===== src/ksazd_pkg.sv =====
package ksazd_pkg;

  localparam int unsigned NumClickSlots = 7;
  localparam int unsigned NumHoldSlots  = 4;  // 0..2 shared offset/trigger, 3 time offset
  localparam int unsigned ClickIdxW     = 3;
  localparam int unsigned HoldIdxW      = 2;

  // Click interval thresholds in ms
  localparam logic [31:0] SlowMs = 32'd75;
  localparam logic [31:0] MidMs  = 32'd50;
  localparam logic [31:0] FastMs = 32'd25;

  localparam logic [9:0]  StepSizeRst = 10'd1;
  localparam logic [15:0] HoldMsRst   = 16'd500;

  localparam logic [HoldIdxW-1:0]  TimeHoldSlot  = 2'd3;
  localparam logic [ClickIdxW-1:0] TimeClickSlot = 3'd6;

  typedef enum logic [1:0] {
    CMD_VERT_A  = 2'd0,
    CMD_VERT_B  = 2'd1,
    CMD_TRIG    = 2'd2,
    CMD_TIME    = 2'd3
  } cmd_e;

  typedef enum logic [1:0] {
    REG_STEP_SIZE     = 2'd0,
    REG_VERTICAL_ZERO = 2'd1,
    REG_TRIGGER_ZERO  = 2'd2,
    REG_HOLD_MS       = 2'd3
  } reg_e;

  typedef struct packed {
    logic [1:0]         command;
    logic               direction;
    logic [1:0]         hold_src;
    logic [31:0]        now_ms;
    logic signed [15:0] current_value;
  } ksazd_in_t;

  typedef struct packed {
    logic signed [15:0] new_value;
    logic               apply;
    logic [2:0]         multiplier;
  } ksazd_out_t;

endpackage


===== src/knob_step_accelerator_with_zero_detent.sv =====
// Channel  | Dir | Handshake              | Payload
// ---------+-----+------------------------+------------------------------------
// in       | in  | in_valid_i / in_stall_o   | in_item_i  (ksazd_in_t)
// out      | out | out_valid_o / out_stall_i | out_item_o (ksazd_out_t)
// cfg      | in  | cfg_we_i                  | cfg_idx_i, cfg_data_i
//
// One item per cycle while out_stall_i is low; each item is registered on accept.
// Items land in an input register, the whole step runs in one combinational
// pass to the result register, and click/hold state updates on that same edge.
// Reset (rst_ni low, async) clears all timers, hold flags and valid bits.
// A stalled result holds the result register; the input register keeps
// accepting until it is also occupied, then in_stall_o rises.
module knob_step_accelerator_with_zero_detent (
  input  logic                 clk_i,
  input  logic                 rst_ni,
  input  logic                 in_valid_i,
  output logic                 in_stall_o,
  input  ksazd_pkg::ksazd_in_t  in_item_i,
  output logic                 out_valid_o,
  input  logic                 out_stall_i,
  output ksazd_pkg::ksazd_out_t out_item_o,
  input  logic                 cfg_we_i,
  input  logic [1:0]           cfg_idx_i,
  input  logic [15:0]          cfg_data_i
);
  import ksazd_pkg::*;

  // Configuration
  logic [9:0]         step_size_q;
  logic signed [15:0] vert_zero_q;
  logic signed [15:0] trig_zero_q;
  logic [15:0]        hold_ms_q;

  // Pipeline
  logic       in_valid_q;
  ksazd_in_t  in_q;
  logic       out_valid_q;
  ksazd_out_t out_q;
  logic       fire;

  // Knob state
  logic [31:0] last_click_q [NumClickSlots];
  logic [31:0] hold_start_q [NumHoldSlots];
  logic [NumHoldSlots-1:0] hold_act_q;

  // Step datapath
  logic [ClickIdxW-1:0] click_slot;
  logic [31:0]          delta;
  logic [2:0]           mult;
  logic [12:0]          step;
  logic signed [15:0]   zero;
  logic signed [17:0]   cur_x, zero_x, sum, snapped;
  logic signed [15:0]   new_val;
  logic                 at_zero;
  logic [HoldIdxW-1:0]  hold_slot;
  logic                 has_slot;
  logic [31:0]          elapsed;
  logic                 expired;
  logic                 apply;

  // Result register frees when empty or being taken
  assign fire        = in_valid_q && (!out_valid_q || !out_stall_i);
  assign in_stall_o  = in_valid_q && !fire;
  assign out_valid_o = out_valid_q;
  assign out_item_o  = out_q;

  always_ff @(posedge clk_i or negedge rst_ni) begin
    if (!rst_ni) begin
      step_size_q <= StepSizeRst;
      vert_zero_q <= '0;
      trig_zero_q <= '0;
      hold_ms_q   <= HoldMsRst;
    end else if (cfg_we_i) begin
      case (reg_e'(cfg_idx_i))
        REG_STEP_SIZE:     step_size_q <= cfg_data_i[9:0];
        REG_VERTICAL_ZERO: vert_zero_q <= cfg_data_i;
        REG_TRIGGER_ZERO:  trig_zero_q <= cfg_data_i;
        REG_HOLD_MS:       hold_ms_q   <= cfg_data_i;
        default: ;
      endcase
    end
  end

  always_ff @(posedge clk_i or negedge rst_ni) begin
    if (!rst_ni) begin
      in_valid_q  <= 1'b0;
      out_valid_q <= 1'b0;
    end else begin
      if (in_valid_i && !in_stall_o) begin
        in_valid_q <= 1'b1;
      end else if (fire) begin
        in_valid_q <= 1'b0;
      end
      if (fire) begin
        out_valid_q <= 1'b1;
      end else if (!out_stall_i) begin
        out_valid_q <= 1'b0;
      end
    end
  end

  always_ff @(posedge clk_i) begin
    if (in_valid_i && !in_stall_o) begin
      in_q <= in_item_i;
    end
    if (fire) begin
      out_q.new_value  <= new_val;
      out_q.apply      <= apply;
      out_q.multiplier <= mult;
    end
  end

  // Click timer and hold slot selection
  always_comb begin
    if (cmd_e'(in_q.command) == CMD_TIME) begin
      click_slot = TimeClickSlot;
    end else begin
      click_slot = {in_q.command, in_q.direction};
    end
    case (cmd_e'(in_q.command))
      CMD_VERT_A, CMD_VERT_B: begin
        hold_slot = in_q.command;
        has_slot  = 1'b1;
      end
      CMD_TRIG: begin
        hold_slot = in_q.hold_src;
        has_slot  = (in_q.hold_src != TimeHoldSlot);
      end
      CMD_TIME: begin
        hold_slot = TimeHoldSlot;
        has_slot  = 1'b1;
      end
      default: begin
        hold_slot = TimeHoldSlot;
        has_slot  = 1'b0;
      end
    endcase
  end

  // Acceleration
  always_comb begin
    delta = in_q.now_ms - last_click_q[click_slot];
    if (delta > SlowMs) begin
      mult = 3'd1;
    end else if (delta > MidMs) begin
      mult = 3'd2;
    end else if (delta > FastMs) begin
      mult = 3'd3;
    end else begin
      mult = 3'd4;
    end
  end

  // Step, zero snap, saturation
  always_comb begin
    case (cmd_e'(in_q.command))
      CMD_TIME: begin
        step = {10'd0, mult};
        zero = '0;
      end
      CMD_TRIG: begin
        step = 13'(step_size_q) * 13'(mult);
        zero = trig_zero_q;
      end
      default: begin
        step = 13'(step_size_q) * 13'(mult);
        zero = vert_zero_q;
      end
    endcase
    cur_x  = 18'(in_q.current_value);
    zero_x = 18'(zero);
    if (in_q.direction) begin
      sum = cur_x + $signed({5'd0, step});
    end else begin
      sum = cur_x - $signed({5'd0, step});
    end
    if ((cur_x > zero_x && sum < zero_x) || (cur_x < zero_x && sum > zero_x)) begin
      snapped = zero_x;
    end else begin
      snapped = sum;
    end
    if (snapped > 18'sd32767) begin
      new_val = 16'sh7fff;
    end else if (snapped < -18'sd32768) begin
      new_val = 16'sh8000;
    end else begin
      new_val = snapped[15:0];
    end
    at_zero = (new_val == zero);
  end

  // Detent hold gate
  always_comb begin
    elapsed = in_q.now_ms - hold_start_q[hold_slot];
    expired = (elapsed > {16'd0, hold_ms_q});
    if (!has_slot || at_zero || !hold_act_q[hold_slot]) begin
      apply = 1'b1;
    end else begin
      apply = expired;
    end
  end

  always_ff @(posedge clk_i or negedge rst_ni) begin
    if (!rst_ni) begin
      for (int i = 0; i < NumClickSlots; i++) begin
        last_click_q[i] <= '0;
      end
      for (int i = 0; i < NumHoldSlots; i++) begin
        hold_start_q[i] <= '0;
      end
      hold_act_q <= '0;
    end else if (fire) begin
      last_click_q[click_slot] <= in_q.now_ms;
      if (has_slot) begin
        if (at_zero) begin
          hold_start_q[hold_slot] <= in_q.now_ms;
          hold_act_q[hold_slot]   <= 1'b1;
        end else if (hold_act_q[hold_slot] && expired) begin
          hold_act_q[hold_slot] <= 1'b0;
        end
      end
    end
  end

  // Landing on the detent is always applied
  a_zero_applies: assert property (@(posedge clk_i) disable iff (!rst_ni)
    fire && at_zero |=> out_q.apply)
    else $error("detent landing not applied");

  // A held knob must have an active hold slot
  a_held_has_hold: assert property (@(posedge clk_i) disable iff (!rst_ni)
    fire && !apply |-> has_slot && hold_act_q[hold_slot])
    else $error("refusal without active hold");

  // Detent landing arms the hold
  a_zero_arms: assert property (@(posedge clk_i) disable iff (!rst_ni)
    fire && at_zero && has_slot |=> hold_act_q[$past(hold_slot)])
    else $error("hold not armed");

  // Input stage keeps a waiting item intact
  a_in_hold: assert property (@(posedge clk_i) disable iff (!rst_ni)
    in_valid_q && !fire |=> in_valid_q && $stable(in_q))
    else $error("input stage lost item");

  // Multiplier stays in range
  a_mult_range: assert property (@(posedge clk_i) disable iff (!rst_ni)
    out_valid_q |-> out_q.multiplier >= 3'd1 && out_q.multiplier <= 3'd4)
    else $error("multiplier out of range");

endmodule

===== config.mk =====
export PLATFORM = sky130hd
export DESIGN_NAME = knob_step_accelerator_with_zero_detent
export DESIGN_NICKNAME = d
export VERILOG_FILES = /design/src/ksazd_pkg.sv /design/src/knob_step_accelerator_with_zero_detent.sv
export SDC_FILE = /design/constraint.sdc
export NUM_CORES = 1
export LEC_CHECK = 0
export BUFFER_PORTS_ARGS = -buffer_cell sky130_fd_sc_hd__clkbuf_2
export CORE_UTILIZATION = 57
export DETAILED_ROUTE_END_ITERATION = 7
export PLACE_DENSITY_LB_ADDON = 0.12
export REMOVE_ABC_BUFFERS = 1
export SYNTH_ARGS = -nofsm -noshare
export SYNTH_HDL_FRONTEND = slang
export SYNTH_SLANG_ARGS = --single-unit

===== constraint.sdc =====
create_clock -name clk_i -period 13.6 [get_ports clk_i]
set_clock_uncertainty 0.15 [all_clocks]
set_input_delay 2.72 -clock clk_i [delete_from_list [all_inputs] [get_ports clk_i]]
set_output_delay 2.72 -clock clk_i [all_outputs]
set_load 0.03 [all_outputs]

==> impl_metrics.ini, run 1 <==
[logic_synthesis]
synthMuxAreaShare_pct = 19.7
synth.ff_latch_count = 489
synth_edf_count = 73
ys_async_sr_fraction_pct = 85.1
synth_top_family_by_area = multiplexers
yosys.area_share.simple_pct = 8.86
synth_xor_xnor_area_share_pct = 1.76
yosysSeqAreaShare_pct = 44.5
synth_flop_cell = dfrtp_1
syn_avg_cell_area_um2 = 11.3
synth_adder_area_share_pct = 7.06
yosysUniqueCellTypes = 92
syn-cell-area_um2 = 28400
synthCells = 2499
ys_warn_count = 0
synth-compound-area-share_pct = 14.8

[worst_hold_path]
min_delay_path_depth = 2
min-delay-start = last_click_q[160]
hold_class = reg2reg
hold_path_end = last_click_q[160]

[finish]
area_growth_pct = 12.7
seq_area_um2 = 12600
drive_above_1_share_pct = 30.0
fin_cells = 3323
nets = 2842
finalInstanceArea_um2 = 32000
fillCellCount = 3846
multiInputGateArea_um2 = 15100

[sta]
hold_viol_final = 0
drv_slew = 0
post-route-min-period_ns = 12.89
finalCritPeriodShare_pct = 94.8
setup_violations = 0
slew_headroom_pct = 26.6
worst_pin_slew_ns = 1.10
fmax_ghz = 0.0776
holdWs_ns = 0.333

[power]
power.leakage_nw = 14.1
p_per_area_nw_per_um2 = 172
ir_worst_vdd_v = 0.000119

[place]
placed_area_um2 = 30000
hpwl_um = 55700
portBuffers = 97
globalplace.congestion = 0.979
placed_cells = 3211

[clocking]
cts_tree = built
clock-sinks = 489
cts.path.max_buffers = 3
cts_root_buf = clkbuf_16
insertion_delay_ns = 0.63
htreeDepth = 2
path_clk_slew_ns = 0.06
numCtsBuffers = 51

[critical_path]
path_class = reg2reg
timing.rr.end = hold_start_q[111]
cp_data_required_time_ns = 13.91
ff2ff_setup_slack_ns = 0.71
critPathCaptureType = flip-flop
arrival_ns = 13.20
max_stage_delay_ns = 0.50
cpLargestDelayFamily = simple AND/OR/NAND/NOR gates
timing.rr.start = in_q[50]
cp_common_cell = buf_4
worst-path-buf-inv = 12
cp-startpoint = in_q[50]
worstPathMaxFanout = 17
r2r_cells = 61
startpoint_type = flip-flop
slowest_stage = fa_1

[route]
first_pass_iters = 5
wl_per_cell_um = 24.4
drt_iter0_drc = 1381
drt_wl_total_um = 80900
drcViolationCount = 0
ant_nets = 0
post_drt_via_cell_ratio = 6.35
vias = 21100

[die]
ios = 98
start_util_pct = 57.8
rows = 81
core_um2 = 49100
die_area_um2 = 50600
die_y_um = 225
die_w_um = 225

[global_routing]
antenna_found_initial = 0
grt_max_degree = 123
grt_pass1_vias = 21400
grt_usage_pct = 31.8
grt-ovfl-total = 0
grt_pass1_wl_um = 123000

[run_status]
status = finished clean

[job]
timing.max_cap.violations = 0
## final cells by class
class                   count  share of cell area [%]
clock buffers              73                    4.35
flip-flops and latches    489                    39.5
multi-input cells        1774                    47.1
inverters                  88                    1.03
clock inverters            23                   0.666
diodes                      2                  0.0157
well taps                 664                    2.60
repair buffers            210                    4.76
## stage by stage
stage	total power, W	TNS (ns)	setup slack (ns)	utilization, %
CTS	0.00547	0	0.0633	64.4
global placement	0.00404	0	0.321	61.1
floorplan	0.00349	-352.21	-2.87	-
global route	0.00580	-0.0404	-0.0165	65.1
finish	0.00550	0	0.711	65.2
detailed placement	0.00410	0	0.117	61.1
## cell usage in the layout (no fill, tap or decap), drive strengths merged, types with 26 or more instances in the layout
cell | netlist | layout
clkbuf | 120 | 173
a21o | 48 | 48
xnor2 | 37 | 37
nor2b | 29 | 29
nor3 | 26 | 26
buf | 28 | 110
nand2 | 117 | 117
o21ai | 82 | 82
nand3 | 35 | 35
mux2i | 37 | 37
nor3b | 26 | 26
dfrtp | 409 | 409
inv | 87 | 87
a22o | 32 | 32
ha | 140 | 140
edfxtp | 73 | 73
a221oi | 73 | 73
nor2 | 119 | 119
mux2 | 428 | 428
a21oi | 182 | 182
## power breakdown
group          internal (W)  switching, W
Clock              0.000753      0.000597
Sequential          0.00188      0.000212
Combinational      0.000939       0.00113
## cells by family after synthesis
family | count (synthesis)
AO/OA/AOI/OAI | 611
flip-flops | 489
multiplexers | 468
XOR/XNOR | 57
AND/OR/NAND/NOR | 485
adder cells (fa/ha/maj) | 153
buffers and inverters | 236
## cells in the mapped netlist (7+ instances only)
cell type	n	area, um2
o21bai_1	15	113
a31oi_1	19	119
nor2b_1	29	181
nor3b_1	26	195
a21oi_1	182	911
xor2_1	20	175
nor4_1	10	62.6
dfstp_2	7	184
mux2_2	341	3840
or3_1	10	62.6
nand2b_1	25	156
buf_1	15	56.3
o21ai_0	77	385
dfrtp_1	409	10200
mux2_4	86	1290
and2_1	16	100
a221oi_1	72	631
clkbuf_1	120	450
o2111ai_1	7	61.3
nor3_1	24	120
and3_1	21	131
fa_1	12	240
nand3_1	35	175
nand4_1	21	131
a22oi_1	12	90.1
xnor2_1	37	324
o21a_1	20	150
a22o_1	32	280
a21o_1	48	360
o211ai_1	8	60.1
nand2_1	117	439
a211oi_1	22	165
o22ai_1	16	100
buf_6	9	101
edfxtp_1	73	2190
mux2i_1	37	370
a211o_1	7	61.3
nor2_1	119	447
ha_1	140	1750
inv_1	85	319
## worst max path at each step
stage,endpoint,slack [ns],cells past startpoint
final,hold_start_q[111],0.71,61
after global placement,hold_start_q[99],0.32,56
after CTS,hold_start_q[63],0.06,55
after global routing,hold_start_q[99],-0.02,59
after detailed placement,hold_start_q[63],0.12,58
after floorplan,hold_start_q[32],-2.87,48
## flip-flops by register name, summed over array words and instances (netlist names), named ones only
| signal | cells |
|---|---|
| cur_x | 16 |
| in_q | 37 |
| hold_ms_q | 16 |
| out_item_o | 20 |
| step_size_q | 10 |
| trig_zero_q | 16 |
| vert_zero_q | 16 |
| hold_start_q | 128 |
| last_click_q | 224 |
| in_valid_q | 1 |
| out_valid_o | 1 |
## layer usage
metal,part of all wire (%),GRT usage [%]
met2,47,52.6
met5,0,0
met3,5.1,4.00
met4,4.1,13.6
met1,43,42.1
## worst reg2reg max path, delay by kind of cell (launching register included)
family	cells	cell delay, ns
and+or+nand+nor	17	3.72
AOI/OAI and AO/OA	21	3.59
adders and majority gates	6	2.07
buffers and inverters	12	1.72
muxes	2	0.55
DFF	1	0.45
xor gates and xnor gates	3	0.45
## what timing repair did
item | 4_1_cts | 5_1_grt
setup endpoints to repair | 0 | 134
resized for setup | 0 | 53
hold buffers | 0 | 0
endpoints found under the hold margin | 0 | 0
setup buffers | 0 | 10
Power figures use the tool's default switching activity.
==> run 2: changes to the inputs <==
==> constraint.sdc (replaced) <==
create_clock -name clk_i -period 10.8 [get_ports clk_i]
set_clock_uncertainty 0.15 [all_clocks]
set_input_delay 2.16 -clock clk_i [delete_from_list [all_inputs] [get_ports clk_i]]
set_output_delay 2.16 -clock clk_i [all_outputs]
set_load 0.03 [all_outputs]
==> impl_metrics.ini, run 2 (synthesis gave the netlist of run 1 again) <==
[run_status]
status = complete, but fails checks
violations = setup timing

[critical_path]
max_stage_delay_ns = 0.51
timing.rr.start = in_q[50]
arrival_ns = 12.68
worst-path-buf-inv = 16
worstPathMaxFanout = 8
startpoint_type = flip-flop
slowest_stage = fa_1
cp-startpoint = in_q[50]
cp_data_required_time_ns = 11.14
r2r_cells = 62
timing.rr.end = hold_start_q[113]
cp_common_cell = buf_6
ff2ff_setup_slack_ns = -1.55
cpLargestDelayFamily = compound AO/OA/AOI/OAI gates
critPathCaptureType = flip-flop
path_class = reg2reg

[finish]
finish.utilization_pct = 74.0
layout_commonest_cell = dfrtp_1
reg_top3 = last_click_q x224, hold_start_q x128, in_q x37
finalInstanceArea_um2 = 36300
drive_above_1_share_pct = 42.8
largest_reg_flops = 224
fin_cells = 3677
regMostFlops = last_click_q
layout_common_cells = dfrtp_1, buf_4, mux2_2, a21oi_1, mux2_4
area_growth_pct = 28.0
nets = 3197
antenna_cells = 0

[sta]
setup_slack_ns = -1.55
rsz0062_at_grt = yes
drv_slew = 0
fmax_ghz = 0.0810
setup_violations = 149
worst_pin_slew_ns = 1.24
finalCritPeriodShare_pct = 114
hold_viol_final = 0
slew_headroom_pct = 16.1
post-route-min-period_ns = 12.35
holdWs_ns = 0.339

[route]
drt-met1-wl_um = 37200
wl_per_cell_um = 24.2
drt_wl_total_um = 88900
wl_met2_um = 43200
vias = 22800
ant_nets = 0
drt_iter0_drc = 1657
drcViolationCount = 0
first_pass_iters = 5
routed-wl-met3_um = 4370
topRoutingLayerUsed = met4
post_drt_via_cell_ratio = 6.20

[clocking]
path_clk_slew_ns = 0.06
cts.path.max_buffers = 3
insertion_delay_ns = 0.61
clock-sinks = 489
numCtsBuffers = 53
hold_buffers = 0
cts_root_buf = clkbuf_16
cts_tree = built
htreeDepth = 2

[place]
placed_cells = 3505
globalplace.congestion = 0.944
hpwl_um = 60500
placed_area_um2 = 32300
portBuffers = 97

[power]
ir_worst_vdd_v = 0.000162
power.leakage_nw = 16.2
finalPower_w = 0.00769
p_per_area_nw_per_um2 = 212
share_comb_of_total_power_pct = 42.6
p_seq_share_pct = 34.3
switching_share_pct = 34.6
power.switching_w = 0.00266
internal_power_w = 0.00503
p_clk_share_pct = 23.1

[global_routing]
grt_usage_pct = 35.0
grt-ovfl-total = 0
grt_max_degree = 182
grt_pass1_wl_um = 136000
grt_pass1_vias = 23500
antenna_found_initial = 0

[die]
start_util_pct = 57.8
rows = 81
core_um2 = 49100
die_area_um2 = 50600
die_y_um = 225
ios = 98
die_w_um = 225

[worst_hold_path]
hold_path_end = out_valid_o
hold_class = reg2reg
min-delay-start = in_valid_q
min_delay_path_depth = 1

[job]
timing.max_cap.violations = 0
[run 2: worst max path at each step]
| stage | slack [ns] | to | depth (start not counted) |
|---|---|---|---|
| after floorplan | -5.67 | hold_start_q[32] | 48 |
| after global placement | -2.40 | hold_start_q[122] | 59 |
| after detailed placement | -2.66 | hold_start_q[122] | 58 |
| after CTS | -1.29 | hold_start_q[49] | 60 |
| after global routing | -2.02 | hold_start_q[113] | 65 |
| final | -1.55 | hold_start_q[113] | 62 |
[run 2: timing repair]
action	CTS	global route
pin swaps	72	78
buffers inserted	49	19
setup endpoints to repair	149	149
gates cloned	13	4
resized for setup	180	134
[run 2: through the flow]
stage / TNS [ns] / worst slack (ns)
2_1_floorplan: -769.41 / -5.67
3_5_place_dp: -370.70 / -2.66
5_1_grt: -273.49 / -2.02
3_3_place_gp: -331.14 / -2.40
4_1_cts: -162.49 / -1.29
6_report: -204.58 / -1.55
[run 2: power groups by stage]
stage / combinational (W) / clock (W) / sequential [W]
final: 0.00328 / 0.00178 / 0.00264
after global placement: 0.00280 / 0 / 0.00261
after CTS: 0.00310 / 0.00180 / 0.00262
after global routing: 0.00353 / 0.00187 / 0.00269
after detailed placement: 0.00287 / 0 / 0.00265
after floorplan: 0.00176 / 0 / 0.00263
[run 2: layout make-up]
class | count | area [um2]
multi-input cells | 1774 | 16000
flip-flops and latches | 489 | 12600
inverters | 88 | 335
well taps | 664 | 831
repair buffers | 563 | 4810
clock inverters | 20 | 159
clock buffers | 79 | 1540
fillers | 3453 | 12700
[run 2: layer usage]
layer	vias up	global-route usage [%]
met3	226	4.20
met5	-	0
li1	10300	-
met1	11600	45.0
met2	711	58.8
met4	0	16.8
==> run 3: changes to the inputs <==
--- a/config.mk
+++ b/config.mk
@@ -6,7 +6,8 @@
 export NUM_CORES = 1
 export LEC_CHECK = 0
 export BUFFER_PORTS_ARGS = -buffer_cell sky130_fd_sc_hd__clkbuf_2
-export CORE_UTILIZATION = 57
+export CORE_UTILIZATION = 59
+export CTS_BUF_LIST = sky130_fd_sc_hd__clkbuf_2
 export DETAILED_ROUTE_END_ITERATION = 7
 export PLACE_DENSITY_LB_ADDON = 0.12
 export REMOVE_ABC_BUFFERS = 1
==> impl_metrics.ini, run 3 (synthesis gave the netlist of run 1 again) <==
[route]
ant_nets = 0
wl_per_cell_um = 23.5
first_pass_iters = 5
post_drt_via_cell_ratio = 6.22
vias = 23300
drt_iter0_drc = 1640
drt_wl_total_um = 87800
drcViolationCount = 0

[global_routing]
antenna_found_initial = 3
grt_usage_pct = 36.3
grt_max_degree = 160
grt_pass1_wl_um = 136000
grt-ovfl-total = 0
grt_pass1_vias = 24200

[die]
rows = 79
die_w_um = 221
ios = 98
die_area_um2 = 48900
start_util_pct = 60.4
core_um2 = 47000
die_y_um = 221

[place]
hpwl_um = 59600
portBuffers = 97
globalplace.congestion = 0.922

[power]
p_per_area_nw_per_um2 = 203
ir_worst_vdd_v = 0.000176
power.leakage_nw = 16.2
finalPower_w = 0.00716

[critical_path]
max_stage_delay_ns = 0.53
path_class = reg2reg
timing.rr.start = in_q[50]
path_depth = 58
slowest_stage = fa_1
ff2ff_setup_slack_ns = -1.26
cpLargestDelayFamily = compound AO/OA/AOI/OAI gates
critPathCaptureType = flip-flop
timing.rr.end = hold_start_q[38]
cp_data_required_time_ns = 11.80
worstPathMaxFanout = 8
startpoint_type = flip-flop
cp-startpoint = in_q[50]
endpoint = hold_start_q[38]
worst-path-buf-inv = 10
r2r_cells = 58
arrival_ns = 13.06

[clocking]
htreeDepth = 4
numCtsBuffers = 130
path_clk_slew_ns = 0.11
cts_tree = built
hold_buffers = 0
insertion_delay_ns = 1.30
cts.path.max_buffers = 3
cts_root_buf = clkbuf_2
clock-sinks = 489

[finish]
largest_reg_flops = 224
layout_common_cells = dfrtp_1, buf_4, mux2_2, clkbuf_2, a21oi_1
reg_top3 = last_click_q x224, hold_start_q x128, in_q x37
nets = 3268
area_growth_pct = 24.6
regMostFlops = last_click_q
layout_commonest_cell = dfrtp_1
drive_above_1_share_pct = 43.9

[run_status]
status = complete, but fails checks
violations = setup timing

[sta]
post-route-min-period_ns = 12.06
drv_slew = 0
rsz0062_at_grt = yes
setup_violations = 149
worst_pin_slew_ns = 1.26
hold_viol_final = 0
slew_headroom_pct = 15.9
setup_slack_ns = -1.26
finalCritPeriodShare_pct = 112
fmax_ghz = 0.0829
holdWs_ns = 0.338

[worst_hold_path]
hold_class = reg2reg

[job]
timing.max_cap.violations = 0
==> run 3: changes by cell type in the layout (fill, tap and decap cells not counted), sizes merged, moves of 3 or more <==
cell and change:
buf -5, diode +3, clkinv +15, bufinv +3, clkinvlp -3, clkbuf +105
==> run 3: worst min path at each step <==
stage / startpoint / to / slack, ns / depth (start not counted)
floorplan: last_click_q[160] / last_click_q[160] / 0.29 / 2
global placement: flip-flop / flip-flop / 0.31 / 1
detailed placement: flip-flop / flip-flop / 0.32 / 1
CTS: flip-flop / flip-flop / 0.34 / 1
global route: flip-flop / flip-flop / 0.36 / 1
finish: flip-flop / flip-flop / 0.34 / 1
==> run 3: through the flow <==
stage               utilization (%)  area (um2)  TNS, ns  instances  setup WS [ns]
floorplan                         -       27700  -769.41       2351          -5.67
finish                         75.3       35300  -164.55       3738          -1.26
CTS                            74.1       34800  -146.23       3721          -1.16
global placement               68.6       32200  -250.98       3445          -1.87
detailed placement             68.6       32200  -268.30       3445          -2.00
global route                   75.3       35300  -235.59       3738          -1.77
==> run 3: final cells by class <==
cell class	instances	area [um2]
inverters	88	338
fillers	3156	11600
clock buffers	186	931
flip-flops and latches	489	12600
clock inverters	34	248
repair buffers	557	4590
diodes	3	7.51
well taps	607	759
multi-input cells	1774	15900
==> run 3: power by group <==
| group | leakage (nW) | internal, W | total, W | switching [W] |
|---|---|---|---|---|
| logic | 9.44 | 0.00161 | 0.00319 | 0.00158 |
| registers | 5.88 | 0.00236 | 0.00263 | 0.000270 |
| clock network | 0.897 | 0.000556 | 0.00134 | 0.000787 |
| total | 16.2 | 0.00453 | 0.00716 | 0.00263 |
==> run 3: timing repair <==
action / in CTS / in global routing
gates resized for setup: 166 / 110
pin swaps: 64 / 74
cloned: 11 / 2
endpoints found under the setup margin: 149 / 149
setup buffers: 46 / 24
==> run 3: metal layers <==
metal  part of all wire (%)  vias to the layer above  global-route usage (%)
li1                       -                    10500                       -
met3                    5.8                      259                    6.11
met5                  0.015                        -                       0
met1                     40                    11600                    44.2
met2                     49                      890                    61.7
met4                    4.9                        2                    19.4
